File: src/rtl/ecc_pkg.sv
`timescale 1ns / 1ps
// ----------------------------------------------------------------------------
// ecc_pkg: shared types and constants of the cross-covariance block
// Operation and register codes, the queued command format and the
// reciprocal constants used by the exp pipeline for exact division by k.
// ----------------------------------------------------------------------------
package ecc_pkg;

  // Input operation codes.
  localparam logic [1:0] OP_WRITE_DISTANCE = 2'd0;
  localparam logic [1:0] OP_WRITE_MAP      = 2'd1;
  localparam logic [1:0] OP_EVALUATE       = 2'd2;

  // Configuration register indexes.
  localparam logic [1:0] REG_SILL          = 2'd0;
  localparam logic [1:0] REG_NUGGET        = 2'd1;
  localparam logic [1:0] REG_INV_RANGE     = 2'd2;

  // Command queue depth between the front and back parts.
  localparam int QUEUE_DEPTH = 4;
  localparam int QUEUE_AW    = 2;

  // 1.0 in Q1.32.
  localparam logic [32:0] ONE_Q32 = 33'h1_0000_0000;

  // floor(m / k) for m < 2^31 equals (m * DIV_MUL[k]) >> DIV_SHIFT[k],
  // with DIV_SHIFT[k] = 31 + ceil(log2 k) and DIV_MUL[k] = ceil(2^shift / k).
  localparam logic [31:0] DIV_MUL [1:8] = '{
    32'h8000_0000,
    32'h8000_0000,
    32'(((64'd1 << 33) + 64'd2) / 64'd3),
    32'h8000_0000,
    32'(((64'd1 << 34) + 64'd4) / 64'd5),
    32'(((64'd1 << 34) + 64'd5) / 64'd6),
    32'(((64'd1 << 34) + 64'd6) / 64'd7),
    32'h8000_0000
  };
  localparam int DIV_SHIFT [1:8] = '{31, 32, 33, 33, 34, 34, 34, 34};

  // What the back part has to do with one queued command.
  typedef enum logic [1:0] {
    KIND_WRITE_DIST = 2'd0,
    KIND_WRITE_MAP  = 2'd1,
    KIND_EVAL       = 2'd2,
    KIND_ZERO       = 2'd3
  } ecc_kind_e;

  typedef struct packed {
    ecc_kind_e   kind;
    logic [7:0]  loc1;
    logic [7:0]  loc2;
    logic [31:0] data;
  } ecc_cmd_t;

  // Sideband that travels alongside the exp pipeline.
  typedef struct packed {
    logic        use_exp;
    logic [31:0] value;
  } ecc_tag_t;

endpackage

File: src/rtl/ecc_fifo.sv
`timescale 1ns / 1ps
// ----------------------------------------------------------------------------
// ecc_fifo: command queue
// Short register queue that decouples the classifier from the back part.
// ----------------------------------------------------------------------------
module ecc_fifo (
  input  logic              clk_i,
  input  logic              rst_ni,
  input  logic              push_i,
  input  ecc_pkg::ecc_cmd_t cmd_i,
  output logic              full_o,
  input  logic              pop_i,
  output logic              valid_o,
  output ecc_pkg::ecc_cmd_t cmd_o
);
  import ecc_pkg::*;

  ecc_cmd_t              entry_q [QUEUE_DEPTH];
  logic [QUEUE_AW-1:0]   wr_ptr_q, wr_ptr_d;
  logic [QUEUE_AW-1:0]   rd_ptr_q, rd_ptr_d;
  logic [QUEUE_AW:0]     count_q, count_d;
  logic                  do_push;
  logic                  do_pop;

  assign full_o  = count_q == (QUEUE_AW + 1)'(QUEUE_DEPTH);
  assign valid_o = count_q != '0;
  assign cmd_o   = entry_q[rd_ptr_q];
  assign do_push = push_i && !full_o;
  assign do_pop  = pop_i && valid_o;

  always_comb begin
    wr_ptr_d = do_push ? wr_ptr_q + QUEUE_AW'(1) : wr_ptr_q;
    rd_ptr_d = do_pop ? rd_ptr_q + QUEUE_AW'(1) : rd_ptr_q;
    count_d  = count_q;
    if (do_push && !do_pop) begin
      count_d = count_q + (QUEUE_AW + 1)'(1);
    end else if (do_pop && !do_push) begin
      count_d = count_q - (QUEUE_AW + 1)'(1);
    end
  end

  always_ff @(posedge clk_i or negedge rst_ni) begin
    if (!rst_ni) begin
      wr_ptr_q <= '0;
      rd_ptr_q <= '0;
      count_q  <= '0;
    end else begin
      wr_ptr_q <= wr_ptr_d;
      rd_ptr_q <= rd_ptr_d;
      count_q  <= count_d;
    end
  end

  always_ff @(posedge clk_i) begin
    if (do_push) begin
      entry_q[wr_ptr_q] <= cmd_i;
    end
  end

endmodule

File: config.mk
export PLATFORM = sky130hd
export DESIGN_NAME = ecc_fifo
export DESIGN_NICKNAME = d
export VERILOG_FILES = /design/src/rtl/ecc_pkg.sv /design/src/rtl/ecc_fifo.sv
export SDC_FILE = /design/constraint.sdc
export NUM_CORES = 1
export LEC_CHECK = 0
export ABC_CLOCK_PERIOD_IN_PS = 2800
export BUFFER_PORTS_ARGS = -buffer_cell sky130_fd_sc_hd__buf_2
export CAP_MARGIN = 0
export CORE_MARGIN = 2
export CORE_UTILIZATION = 40
export DETAILED_ROUTE_END_ITERATION = 12
export GPL_TIMING_DRIVEN = 1
export PLACE_DENSITY_LB_ADDON = 0.08
export SKIP_LAST_GASP = 1
export SLEW_MARGIN = 20
export SYNTH_ARGS = -nofsm -noshare
export SYNTH_HDL_FRONTEND = slang
export SYNTH_SLANG_ARGS = --single-unit
File: constraint.sdc
create_clock -name clk_i -period 2.8 [get_ports clk_i]
set_input_delay 0.56 -clock clk_i [delete_from_list [all_inputs] [get_ports clk_i]]
set_output_delay 0.56 -clock clk_i [all_outputs]
set_load 0.1 [all_outputs]
==> results by group <==
Clock network
  – CTS H-tree depth: 1
  – Cts repair resizes: 0
  – CTS root buf: clkbuf_16
  – CTS tree: built
  – Clock Latency Late Sink: 500 ps
  – CTS clk-pin slew, worst paths: roughly 60 ps
  – Longest Clk Path Bufs: 3
  – Num CTS Buffers: 23
  – Sink Count: between 200 and 250

Logic synthesis
  – Asr flop ratio synth: under 10%
  – Number of synthesized register bits: 207
  – Post-Syn Area: approximately 7700 um^2
  – Synth area leaders: edfxtp_1 78%, mux4_2 14%, dfrtp_1 2.3%
  – YS warnings: 0
  – Syn Area/Cell: 25.93 um^2
  – Most used DFF post-synth: edfxtp_1
  – Yosys top cell area share: between 70% and 80%
  – Area leader, netlist: edfxtp_1
  – Post-synthesis sequential area ratio: 80.26%
  – Total nets after synthesis: ~360
  – Mapped Cells: around 300
  – EDFF count, synth: 200
  – Yosys cell types: 22

Worst hold path
  – Worst hold path class: in2reg
  – Worst Hold Depth: 1

Route
  – DR WL/cell: a little over 20 um
  – Via-per-instance ratio: roughly 5.0
  – Drt total wl: approximately 14000 um
  – # DRC: 0
  – Final ANT Viol Nets: 0
  – DR iter-0 viols: 126
  – 1st-pass router iterations: 4
  – Via count: 3426

Finish
  – Final #Nets: around 490
  – Area grow syn2layout: 21.14%
  – Fill cells: 1571
  – Util after Layout: a little under 50%
  – Area of the multi-input gates: roughly 1400 um^2
  – Layout cells sized above 1: between 40% and 50%
  – Cell area after layout: slightly above 9000 um^2
  – Register Area: 6186 um^2
  – Antenna Cells: 0

Global route
  – Global route overflow: 0
  – Largest net degree at the start of global routing: 35
  – Global-route usage over all layers: approximately 14%
  – First-pass GRT wire length: about 21000 um
  – Number of global-route vias before repair: between 3000 and 4000
  – Initial antenna violation count: 0

Status
  – Status: complete, no violations

Timing
  – Fmax: about 0.37 GHz
  – Total negative slack: 0 ps
  – Period minus WS final: around 2700 ps
  – Finish-stage setup viols: 0
  – Unrepaired setup endpoints after global routing: false
  – Fin. Hold Viols: 0
  – Final hold slack: between 200 and 300 ps
  – Slew HR: around two thirds
  – Final Max Tran Viols: 0
  – Measured slew at the worst slew-check pin: just over 500 ps
  – Final period util: between 90% and 100%
  – Clock Skews: between 10 and 15 ps

Worst setup path
  – CP peak stage delay: about 540 ps
  – Ordered list of cells on the worst path: buf_12 -> mux4_2 -> buf_2
  – CP Class: reg2out
  – CP endpoint kind: primary output
  – Startpoint Class: flop
  – Worst reg2reg setup slack: between 600 and 700 ps
  – Critical-path top delay cell: mux4_2
  – Maximum fanout along the worst path: 19
  – Data arrival, critical path: approximately 2100 ps
  – CP Data Required Time: 2240 ps
  – Worst R2R Path Depth: 8

Placed design
  – PortBufs: ~110
  – Hpwl dp: between 8000 and 9000 um
  – Final Wtd Congestion: roughly 0.69
  – DP Area: between 8000 and 9000 um^2

Floorplanning
  – Row count: 50
  – Core ar.: around 19000 um^2
  – Die W: around 140 um
  – Die Y: about 140 um
  – Die footprint: 20380 um^2
  – Top Ports: ~110
  – Initial core utilization: about 40%

Job
  – Max-cap violations: 0
## Yosys cell counts, types with 2 or more instances
cell	instances
and2_1	4
buf_2	5
mux4_2	48
xor2_1	2
mux4_1	2
dfrtp_1	7
edfxtp_1	200
xnor2_1	4
inv_1	3
buf_12	5
buf_6	2
ha_1	5
## flip-flops by register name, indices dropped and copies added, names as in the netlist
| register | count |
|---|---|
| count_q | 3 |
| rd_ptr_q | 2 |
| entry_q | 200 |
| wr_ptr_q | 2 |
## cells by family (layout without fill, tap and decap cells)
logic type	after synthesis	in the layout	synth area share, %
multiplexers	52	52	15.06
flip-flops	207	207	80.26
AND/OR/NAND/NOR	10	10	0.8122
adder cells (fa/ha/maj)	6	6	1.072
buffers and inverters	16	167	2.112
XOR/XNOR	6	6	0.6824
## through the flow
stage / setup WS, ps / std cells
2_1_floorplan: 12.78 / 297
6_report: 126.7 / 682
4_1_cts: 92.41 / 682
3_5_place_dp: 470.0 / 638
3_3_place_gp: 486.0 / 638
5_1_grt: 59.77 / 682
## timing repair
action / 4_1_cts / 5_1_grt
hold endpoints to repair: 7 / 0
setup buffers: 1 / 0
endpoints found under the setup margin: 24 / 0
hold buffers: 1 / 0
## final cells by class
type	instances	area share (%)
sequential	207	66.31
multi-input combinational	74	14.67
timing repair buffer	122	8.369
clock buffer	29	6.411
tap	234	3.138
clock inverter	13	0.9791
inverter	3	0.1207
## layout by cell type (no fill, tap or decap)
cell,instances
clkinv_1,5
mux2_2,1
buf_4,6
bufinv_16,1
clkbuf_16,23
mux4_1,2
clkbuf_1,6
nand2_1,1
nor2b_1,1
ha_1,5
buf_2,105
dfrtp_4,1
nor2_1,1
buf_12,10
clkinv_2,5
nand3_1,1
fa_1,1
mux4_2,48
mux2_4,1
dfrtp_1,5
edfxtp_1,200
xnor2_1,4
dfrtp_2,1
inv_1,3
dlygate4sd3_1,1
inv_6,2
and2_2,4
or3_1,1
nor3b_4,1
xor2_1,2
## critical path: cells and delay by family (launching register included)
| kind | cells | cell delay, ps |
|---|---|---|
| buf+inv | 2 | 530 |
| mux | 1 | 540 |
| flops | 1 | 520 |
## layer usage
| layer | track usage [%] | share of wire [%] |
|---|---|---|
| met5 | 0 | 0 |
| met4 | 4.429 | 2.2 |
| met3 | 2.783 | 4.3 |
| met2 | 23.79 | 50 |
| met1 | 18.34 | 44 |
## final timing paths
kind                                        to   startpoint
worst max-delay path                  cmd_o[6]  rd_ptr_q[0]
worst min-delay path            entry_q[2][34]    cmd_i[34]
worst max register to register      count_q[2]   count_q[0]
worst min register to register      count_q[2]   count_q[2]
max in group asynchronous          rd_ptr_q[0]       rst_ni
min in group asynchronous           count_q[2]       rst_ni
Power is left out: the tool's default activity adds up to more than one toggle a clock period on the data nets, which glitch-free logic cannot reach.
