<file path="src/rtl/ecc_pkg.sv">
`timescale 1ns / 1ps
// ----------------------------------------------------------------------------
// ecc_pkg: shared types and constants of the cross-covariance block
// Operation and register codes, the queued command format and the
// reciprocal constants used by the exp pipeline for exact division by k.
// ----------------------------------------------------------------------------
package ecc_pkg;

  // Input operation codes.
  localparam logic [1:0] OP_WRITE_DISTANCE = 2'd0;
  localparam logic [1:0] OP_WRITE_MAP      = 2'd1;
  localparam logic [1:0] OP_EVALUATE       = 2'd2;

  // Configuration register indexes.
  localparam logic [1:0] REG_SILL          = 2'd0;
  localparam logic [1:0] REG_NUGGET        = 2'd1;
  localparam logic [1:0] REG_INV_RANGE     = 2'd2;

  // Command queue depth between the front and back parts.
  localparam int QUEUE_DEPTH = 4;
  localparam int QUEUE_AW    = 2;

  // 1.0 in Q1.32.
  localparam logic [32:0] ONE_Q32 = 33'h1_0000_0000;

  // floor(m / k) for m < 2^31 equals (m * DIV_MUL[k]) >> DIV_SHIFT[k],
  // with DIV_SHIFT[k] = 31 + ceil(log2 k) and DIV_MUL[k] = ceil(2^shift / k).
  localparam logic [31:0] DIV_MUL [1:8] = '{
    32'h8000_0000,
    32'h8000_0000,
    32'(((64'd1 << 33) + 64'd2) / 64'd3),
    32'h8000_0000,
    32'(((64'd1 << 34) + 64'd4) / 64'd5),
    32'(((64'd1 << 34) + 64'd5) / 64'd6),
    32'(((64'd1 << 34) + 64'd6) / 64'd7),
    32'h8000_0000
  };
  localparam int DIV_SHIFT [1:8] = '{31, 32, 33, 33, 34, 34, 34, 34};

  // What the back part has to do with one queued command.
  typedef enum logic [1:0] {
    KIND_WRITE_DIST = 2'd0,
    KIND_WRITE_MAP  = 2'd1,
    KIND_EVAL       = 2'd2,
    KIND_ZERO       = 2'd3
  } ecc_kind_e;

  typedef struct packed {
    ecc_kind_e   kind;
    logic [7:0]  loc1;
    logic [7:0]  loc2;
    logic [31:0] data;
  } ecc_cmd_t;

  // Sideband that travels alongside the exp pipeline.
  typedef struct packed {
    logic        use_exp;
    logic [31:0] value;
  } ecc_tag_t;

endpackage

</file>
<file path="src/rtl/ecc_front.sv">
`timescale 1ns / 1ps
// ----------------------------------------------------------------------------
// ecc_front: input classifier
// Turns an input transaction into a queued command, or drops it when it
// has no effect.
// ----------------------------------------------------------------------------
module ecc_front #(
  parameter int FIRST_LOCATIONS  = 256,
  parameter int SECOND_LOCATIONS = 256
) (
  input  logic             [1:0]  operation_i,
  input  logic             [7:0]  first_location_i,
  input  logic             [7:0]  second_location_i,
  input  logic             [31:0] distance_i,
  input  logic             [7:0]  mapped_location_i,
  input  logic             [15:0] first_time_i,
  input  logic             [15:0] second_time_i,
  output logic                    keep_o,
  output ecc_pkg::ecc_cmd_t       cmd_o
);
  import ecc_pkg::*;

  logic loc1_ok;
  logic loc2_ok;

  assign loc1_ok = 32'(first_location_i) < 32'(FIRST_LOCATIONS);
  assign loc2_ok = 32'(second_location_i) < 32'(SECOND_LOCATIONS);

  always_comb begin
    cmd_o.kind = KIND_ZERO;
    cmd_o.loc1 = first_location_i;
    cmd_o.loc2 = second_location_i;
    cmd_o.data = distance_i;
    keep_o     = 1'b0;
    case (operation_i)
      OP_WRITE_DISTANCE: begin
        cmd_o.kind = KIND_WRITE_DIST;
        keep_o     = loc1_ok && loc2_ok;
      end
      OP_WRITE_MAP: begin
        cmd_o.kind = KIND_WRITE_MAP;
        cmd_o.data = {24'd0, mapped_location_i};
        keep_o     = loc2_ok;
      end
      OP_EVALUATE: begin
        // Mismatched times and out-of-range locations give a plain zero.
        cmd_o.kind = (loc1_ok && loc2_ok && (first_time_i == second_time_i)) ?
                     KIND_EVAL : KIND_ZERO;
        keep_o     = 1'b1;
      end
      default: begin
        keep_o = 1'b0;
      end
    endcase
  end

endmodule

</file>
<file path="config.mk">
export PLATFORM = sky130hd
export DESIGN_NAME = ecc_front
export DESIGN_NICKNAME = d
export VERILOG_FILES = /design/src/rtl/ecc_pkg.sv /design/src/rtl/ecc_front.sv
export SDC_FILE = /design/constraint.sdc
export NUM_CORES = 1
export LEC_CHECK = 0
export BUFFER_PORTS_ARGS = -buffer_cell sky130_fd_sc_hd__buf_2
export CELL_PAD_IN_SITES_DETAIL_PLACEMENT = 0
export CELL_PAD_IN_SITES_GLOBAL_PLACEMENT = 1
export CORE_MARGIN = 2
export CORE_UTILIZATION = 12
export DETAILED_ROUTE_END_ITERATION = 10
export GPL_ROUTABILITY_DRIVEN = 0
export MAX_ROUTING_LAYER = met4
export PLACE_DENSITY_LB_ADDON = 0.1
export SLEW_MARGIN = 10
export SYNTH_ARGS = -nofsm -noshare
export SYNTH_HDL_FRONTEND = slang
export SYNTH_SLANG_ARGS = --single-unit
</file>
<file path="constraint.sdc">
create_clock -name vclk -period 0.8
set_input_delay 0.04 -clock vclk [all_inputs]
set_output_delay 0.04 -clock vclk [all_outputs]
set_load 0.005 [all_outputs]
</file>
==> flow_summary.json, run 1 <==
{
  "min_path_type": "in -> out",
  "max_rail_drop_vdd_uv": 111.7,
  "dp_worst_setup_slack_ns": -0.4143,
  "outcome": "finished with violations",
  "post_synth_main_area_contributors": "and2_1 26%, xor2_1 24%, buf_4 22%",
  "die-width_um": 73.26,
  "floorplan.rows": 25,
  "post_synthesis_cell_area_um2": 575.6,
  "n_fill_cell": 514,
  "worst_path_dominant_cell_family": "simple AND/OR/NAND/NOR gates",
  "vias": 811,
  "grt_pass1_vias": 761,
  "layoutNonFillerInstCount": 225,
  "vias_per_cell": 3.604,
  "power_density_mw_per_mm2": 500.6,
  "critPathLaunchType": "input port",
  "final_core_utilization": 0.2617,
  "hpwl_um": 2101,
  "pin_count_of_the_biggest_net_entering_global_routing": 11,
  "achievable-frequency_mhz": 915.0,
  "violations_in_the_final_reports": "negative setup slack",
  "path_cells": "buf_6, xor2_2, nor4_2, nand4_1, a21o_1, buf_2",
  "fin_crit_sh": 1.366,
  "initial_utilization": 0.1235,
  "netlist_instances": 76,
  "holdPathEnd": "cmd_o[32]",
  "grt_pass1_wl_um": 3346,
  "timing.critical_path.slowest_cell_delay_ns": 0.32,
  "postCtsSetupBuffers": 0,
  "netlist-cell-type-count": 10,
  "routedWlPerCell_um": 11.11,
  "synthesis.nets": 166,
  "number_of_primary_i_o_pins": 141,
  "timing.critical_path.from": "second_time_i[5]",
  "postRouteAntennaNets": 0,
  "remaining_drc_errors": 0,
  "final_layout_size_suffix_gt1_frac": 0.7427,
  "cp-end-kind": "primary output",
  "timing.critical_path.arrival_ns": 1.05,
  "critical-path-slowest-cell": "nor4_2",
  "rsz0062_at_grt": "true",
  "seq_area_frac_synth": 0,
  "synth-warning-count": 0,
  "clockBufferCount": 0,
  "globalRouteOverflowTotal": 0,
  "min_period_ns": 1.093,
  "antenna_cells_inserted": 0,
  "hold_path_startpoint": "second_location_i[0]",
  "placeableCoreArea_mm2": 0.004661,
  "max_transition_viols_final": 0,
  "whs_path_depth": 0,
  "setup_slack_ns": -0.2929,
  "finalHoldViolations": 0,
  "wl_um": 2499,
  "worstPathBufferInverterCount": 2,
  "critical_path_peak_fanout": 1,
  "synth_top_area_cell": "and2_1",
  "post_cts_hold_buffer_count": 0,
  "area_growth_pct": 112.0,
  "synthesis.area_per_instance_um2": 7.573,
  "timing_worst_setup_path_type": "in -> out",
  "die_h_um": 73.26,
  "drt_pre_antenna_iters": 2,
  "synth_largest_type_area_fraction": 0.2609,
  "placed_cells_incl_taps": 223,
  "fp.dieArea_mm2": 0.005366,
  "cap_violations": 0,
  "setup_violations": 7,
  "power.leakage_nw": 0.7050,
  "seq_cell_count": 0,
  "maxSlewHeadroom": 0.8048,
  "worst_ep_required_time_ns": 0.76,
  "initial_antenna_violation_count": 0,
  "dr.first_iter.drc_count": 2,
  "global_route.usage.total": 0.08078,
  "worst_pin_slew_ns": 0.2902,
  "nets": 263,
  "seqCellArea_um2": 0,
  "io_buffers": 109,
  "multi_input_gate_area_um2": 506.7
}
## how the worst max path moves through the flow
stage                      to  slack (ns)  depth (start not counted)
global placement    cmd_o[48]       -0.40                          6
detailed placement  cmd_o[48]       -0.41                          6
floorplan           cmd_o[48]        0.03                          4
finish              cmd_o[48]       -0.29                          6
global route        cmd_o[48]       -0.40                          6
CTS                 cmd_o[48]       -0.32                          6
## cells by family after synthesis
| kind of cell | Yosys count | synth area share |
|---|---|---|
| AOI/OAI and AO/OA | 1 | 0.01305 |
| muxes | 8 | 0.1565 |
| xor gates and xnor gates | 16 | 0.2435 |
| and+or+nand+nor | 31 | 0.3456 |
| buffers and inverters | 20 | 0.2413 |
## synth_stat cells (all sizes together)
cell type / number
a21o: 1
and2: 24
buf: 17
clkbuf: 3
mux2: 8
nand2: 1
nand2b: 1
nand4: 1
nor4: 4
xor2: 16
## per-stage QoR
| stage | hold WS, ns | power [mW] | TNS (ns) | instance area (um^2) |
|---|---|---|---|---|
| floorplan | 0.1210 | 0.2610 | 0 | 575.6 |
| global placement | 0.08003 | 0.5216 | -2.526 | 1080 |
| detailed placement | 0.08003 | 0.5215 | -2.896 | 1080 |
| CTS | 0.08003 | 0.6075 | -0.4743 | 1194 |
| global route | 0.08001 | 0.6696 | -0.6400 | 1220 |
| finish | 0.08000 | 0.6107 | -0.3980 | 1220 |
## cell type report
cell class | instances | share of cell area
Timing Repair Buffer | 113 | 0.5292
Multi-Input combinational cell | 58 | 0.4154
Tap cell | 54 | 0.05538
## placed cells by master (no fill, tap or decap), drive strengths merged
cell | Yosys | final
nand2 | 1 | 1
a21o | 1 | 1
nand4 | 1 | 1
xor2 | 16 | 16
buf | 17 | 113
nand2b | 1 | 3
nor4 | 4 | 4
mux2 | 8 | 8
and2 | 24 | 24
## report_power, final
part / switching (mW) / leakage [nW] / total, mW / internal (mW)
Clock: 0 / 0 / 0 / 0
Combinational: 0.221 / 0.705 / 0.611 / 0.390
Sequential: 0 / 0 / 0 / 0
Total: 0.221 / 0.705 / 0.611 / 0.390
## layer usage
layer	track usage	vias to the layer above	part of all wire
met1	0.08889	328	0.36
met2	0.1612	59	0.54
met3	0.004115	6	0.097
li1	-	418	-
met4	0.01029	0	0.0040
met5	-	-	0
## timing repair
item	4_1_cts	5_1_grt
cloned	2	0
pin swaps	5	1
setup endpoints to repair	22	15
gates resized for setup	20	5
No activity file was read; power rests on OpenSTA's default activity.
==> run 2: changes to the inputs <==
Settings changed: PLACE_DENSITY from default to 0.91, PLACE_DENSITY_LB_ADDON 0.1 to default, REMOVE_ABC_BUFFERS from default to 1.
==> run 2 against run 1 <==
Effect of this change:
- the run still ends with negative setup slack left
- critical path depth is 1 higher
- power is 40% higher
- utilization is 6.9 points higher
- largest cell class unchanged
- final area is 26% higher
==> flow_summary.json, run 2 (synthesis results as in run 1) <==
{
  "outcome": "finished with violations",
  "violations_in_the_final_reports": "negative setup slack",
  "cellInternalPower_mw": 0.5916,
  "critical_path_peak_fanout": 1,
  "worst_pin_slew_ns": 0.2521,
  "multi_input_gate_area_um2": 543.0,
  "io_buffers": 109,
  "whs_path_depth": 0,
  "routedWlPerCell_um": 13.25,
  "min_period_ns": 1.175,
  "nets": 272,
  "floorplan.rows": 25,
  "dp_worst_setup_slack_ns": -0.4357,
  "most-common-layout-cells": "76 x buf_2, 37 x buf_6, 24 x and2_4, 16 x xor2_1, 7 x mux2_4",
  "critical-path-slowest-cell": "nor4_1",
  "critPathLaunchType": "input port",
  "area_growth_pct": 167.6,
  "globalRouteOverflowTotal": 0,
  "postRouteAntennaNets": 0,
  "final_common_cell": "buf_2",
  "setup_slack_ns": -0.3752,
  "timing.critical_path.slowest_cell_delay_ns": 0.29,
  "grt_pass1_vias": 847,
  "hold_path_startpoint": "second_location_i[2]",
  "finalHoldViolations": 0,
  "post-layout-total-power_mw": 0.8576,
  "post_cts_hold_buffer_count": 0,
  "cap_violations": 0,
  "timing.critical_path.from": "first_time_i[5]",
  "die-width_um": 73.26,
  "maxSlewHeadroom": 0.8304,
  "power.share.combinational": 1.000,
  "placeableCoreArea_mm2": 0.004661,
  "vias_per_cell": 3.829,
  "seqCellArea_um2": 0,
  "wl_um": 3100,
  "final_layout_size_suffix_gt1_frac": 0.8778,
  "timing.critical_path.arrival_ns": 1.14,
  "dpl-instance-area_mm2": 0.001107,
  "dr.first_iter.drc_count": 10,
  "cp-end-kind": "primary output",
  "pwr-share-clk": 0,
  "power_density_mw_per_mm2": 556.8,
  "min_path_type": "in -> out",
  "setup-tns-final_ns": -2.230,
  "sequentialPowerShare": 0,
  "final_core_utilization": 0.3305,
  "grt_pass1_wl_um": 3974,
  "power.leakage_nw": 0.8665,
  "worst_ep_required_time_ns": 0.76,
  "remaining_drc_errors": 0,
  "clockBufferCount": 0,
  "layoutNonFillerInstCount": 234,
  "die_h_um": 73.26,
  "max_rail_drop_vdd_uv": 187.8,
  "holdPathEnd": "cmd_o[34]",
  "global_route.usage.total": 0.09595,
  "initial_antenna_violation_count": 0,
  "vias": 896,
  "placed_cells_incl_taps": 225,
  "timing_worst_setup_path_type": "in -> out",
  "path_cells": "buf_6, xor2_1, nor4_1, buf_4, nand4_1, a21o_1, buf_2",
  "setup_violations": 22,
  "n_fill_cell": 471,
  "hpwl_um": 2207,
  "drt_pre_antenna_iters": 2,
  "hold-worst-slack_ns": 0.08001,
  "max_transition_viols_final": 0,
  "fp.dieArea_mm2": 0.005366,
  "fin_crit_sh": 1.469,
  "initial_utilization": 0.1235,
  "pin_count_of_the_biggest_net_entering_global_routing": 13,
  "achievable-frequency_mhz": 850.9,
  "p_sw_frac": 0.3102,
  "postLayoutCellArea_mm2": 0.001540,
  "number_of_primary_i_o_pins": 141,
  "power_switching_mw": 0.2660,
  "seq_cell_count": 0,
  "antenna_cells_inserted": 0,
  "rsz0062_at_grt": "true"
}
## run 2: cell type report
class / instances / share of cell area
tap: 54 / 0.04387
timing repair buffer: 123 / 0.6036
multi-input combinational: 57 / 0.3526
## run 2: what timing repair did
action,CTS,global route
cloned,3,1
pin swaps,16,15
gates resized for setup,35,40
setup endpoints to repair,33,33
buffers inserted,5,4
## run 2: per-layer routing
metal	vias to the layer above	global-route usage	wire length, um
li1	440	-	-
met1	403	0.1193	1180
met2	53	0.1532	1653
met3	0	0.03978	266
met4	0	0.004115	0
met5	-	-	0
## run 2: worst max-delay path by stage
stage          cells past startpoint         to  slack [ns]
3_3_place_gp                       6  cmd_o[48]       -0.43
2_1_floorplan                      4  cmd_o[48]        0.03
3_5_place_dp                       6  cmd_o[48]       -0.44
5_1_grt                            7  cmd_o[48]       -0.47
4_1_cts                            7  cmd_o[48]       -0.39
6_report                           7  cmd_o[48]       -0.38
## run 2: worst max-delay path, delay by kind of cell
family / cells / cell delay [ns]
XOR/XNOR: 1 / 0.16
buffers and inverters: 3 / 0.37
AO/OA/AOI/OAI: 1 / 0.18
AND/OR/NAND/NOR: 2 / 0.39
## run 2: power by group through the flow
stage	sequential [mW]	clock, mW	combinational (mW)
final	0	0	0.858
after global routing	0	0	0.921
after CTS	0	0	0.713
after detailed placement	0	0	0.530
after global placement	0	0	0.523
after floorplan	0	0	0.187
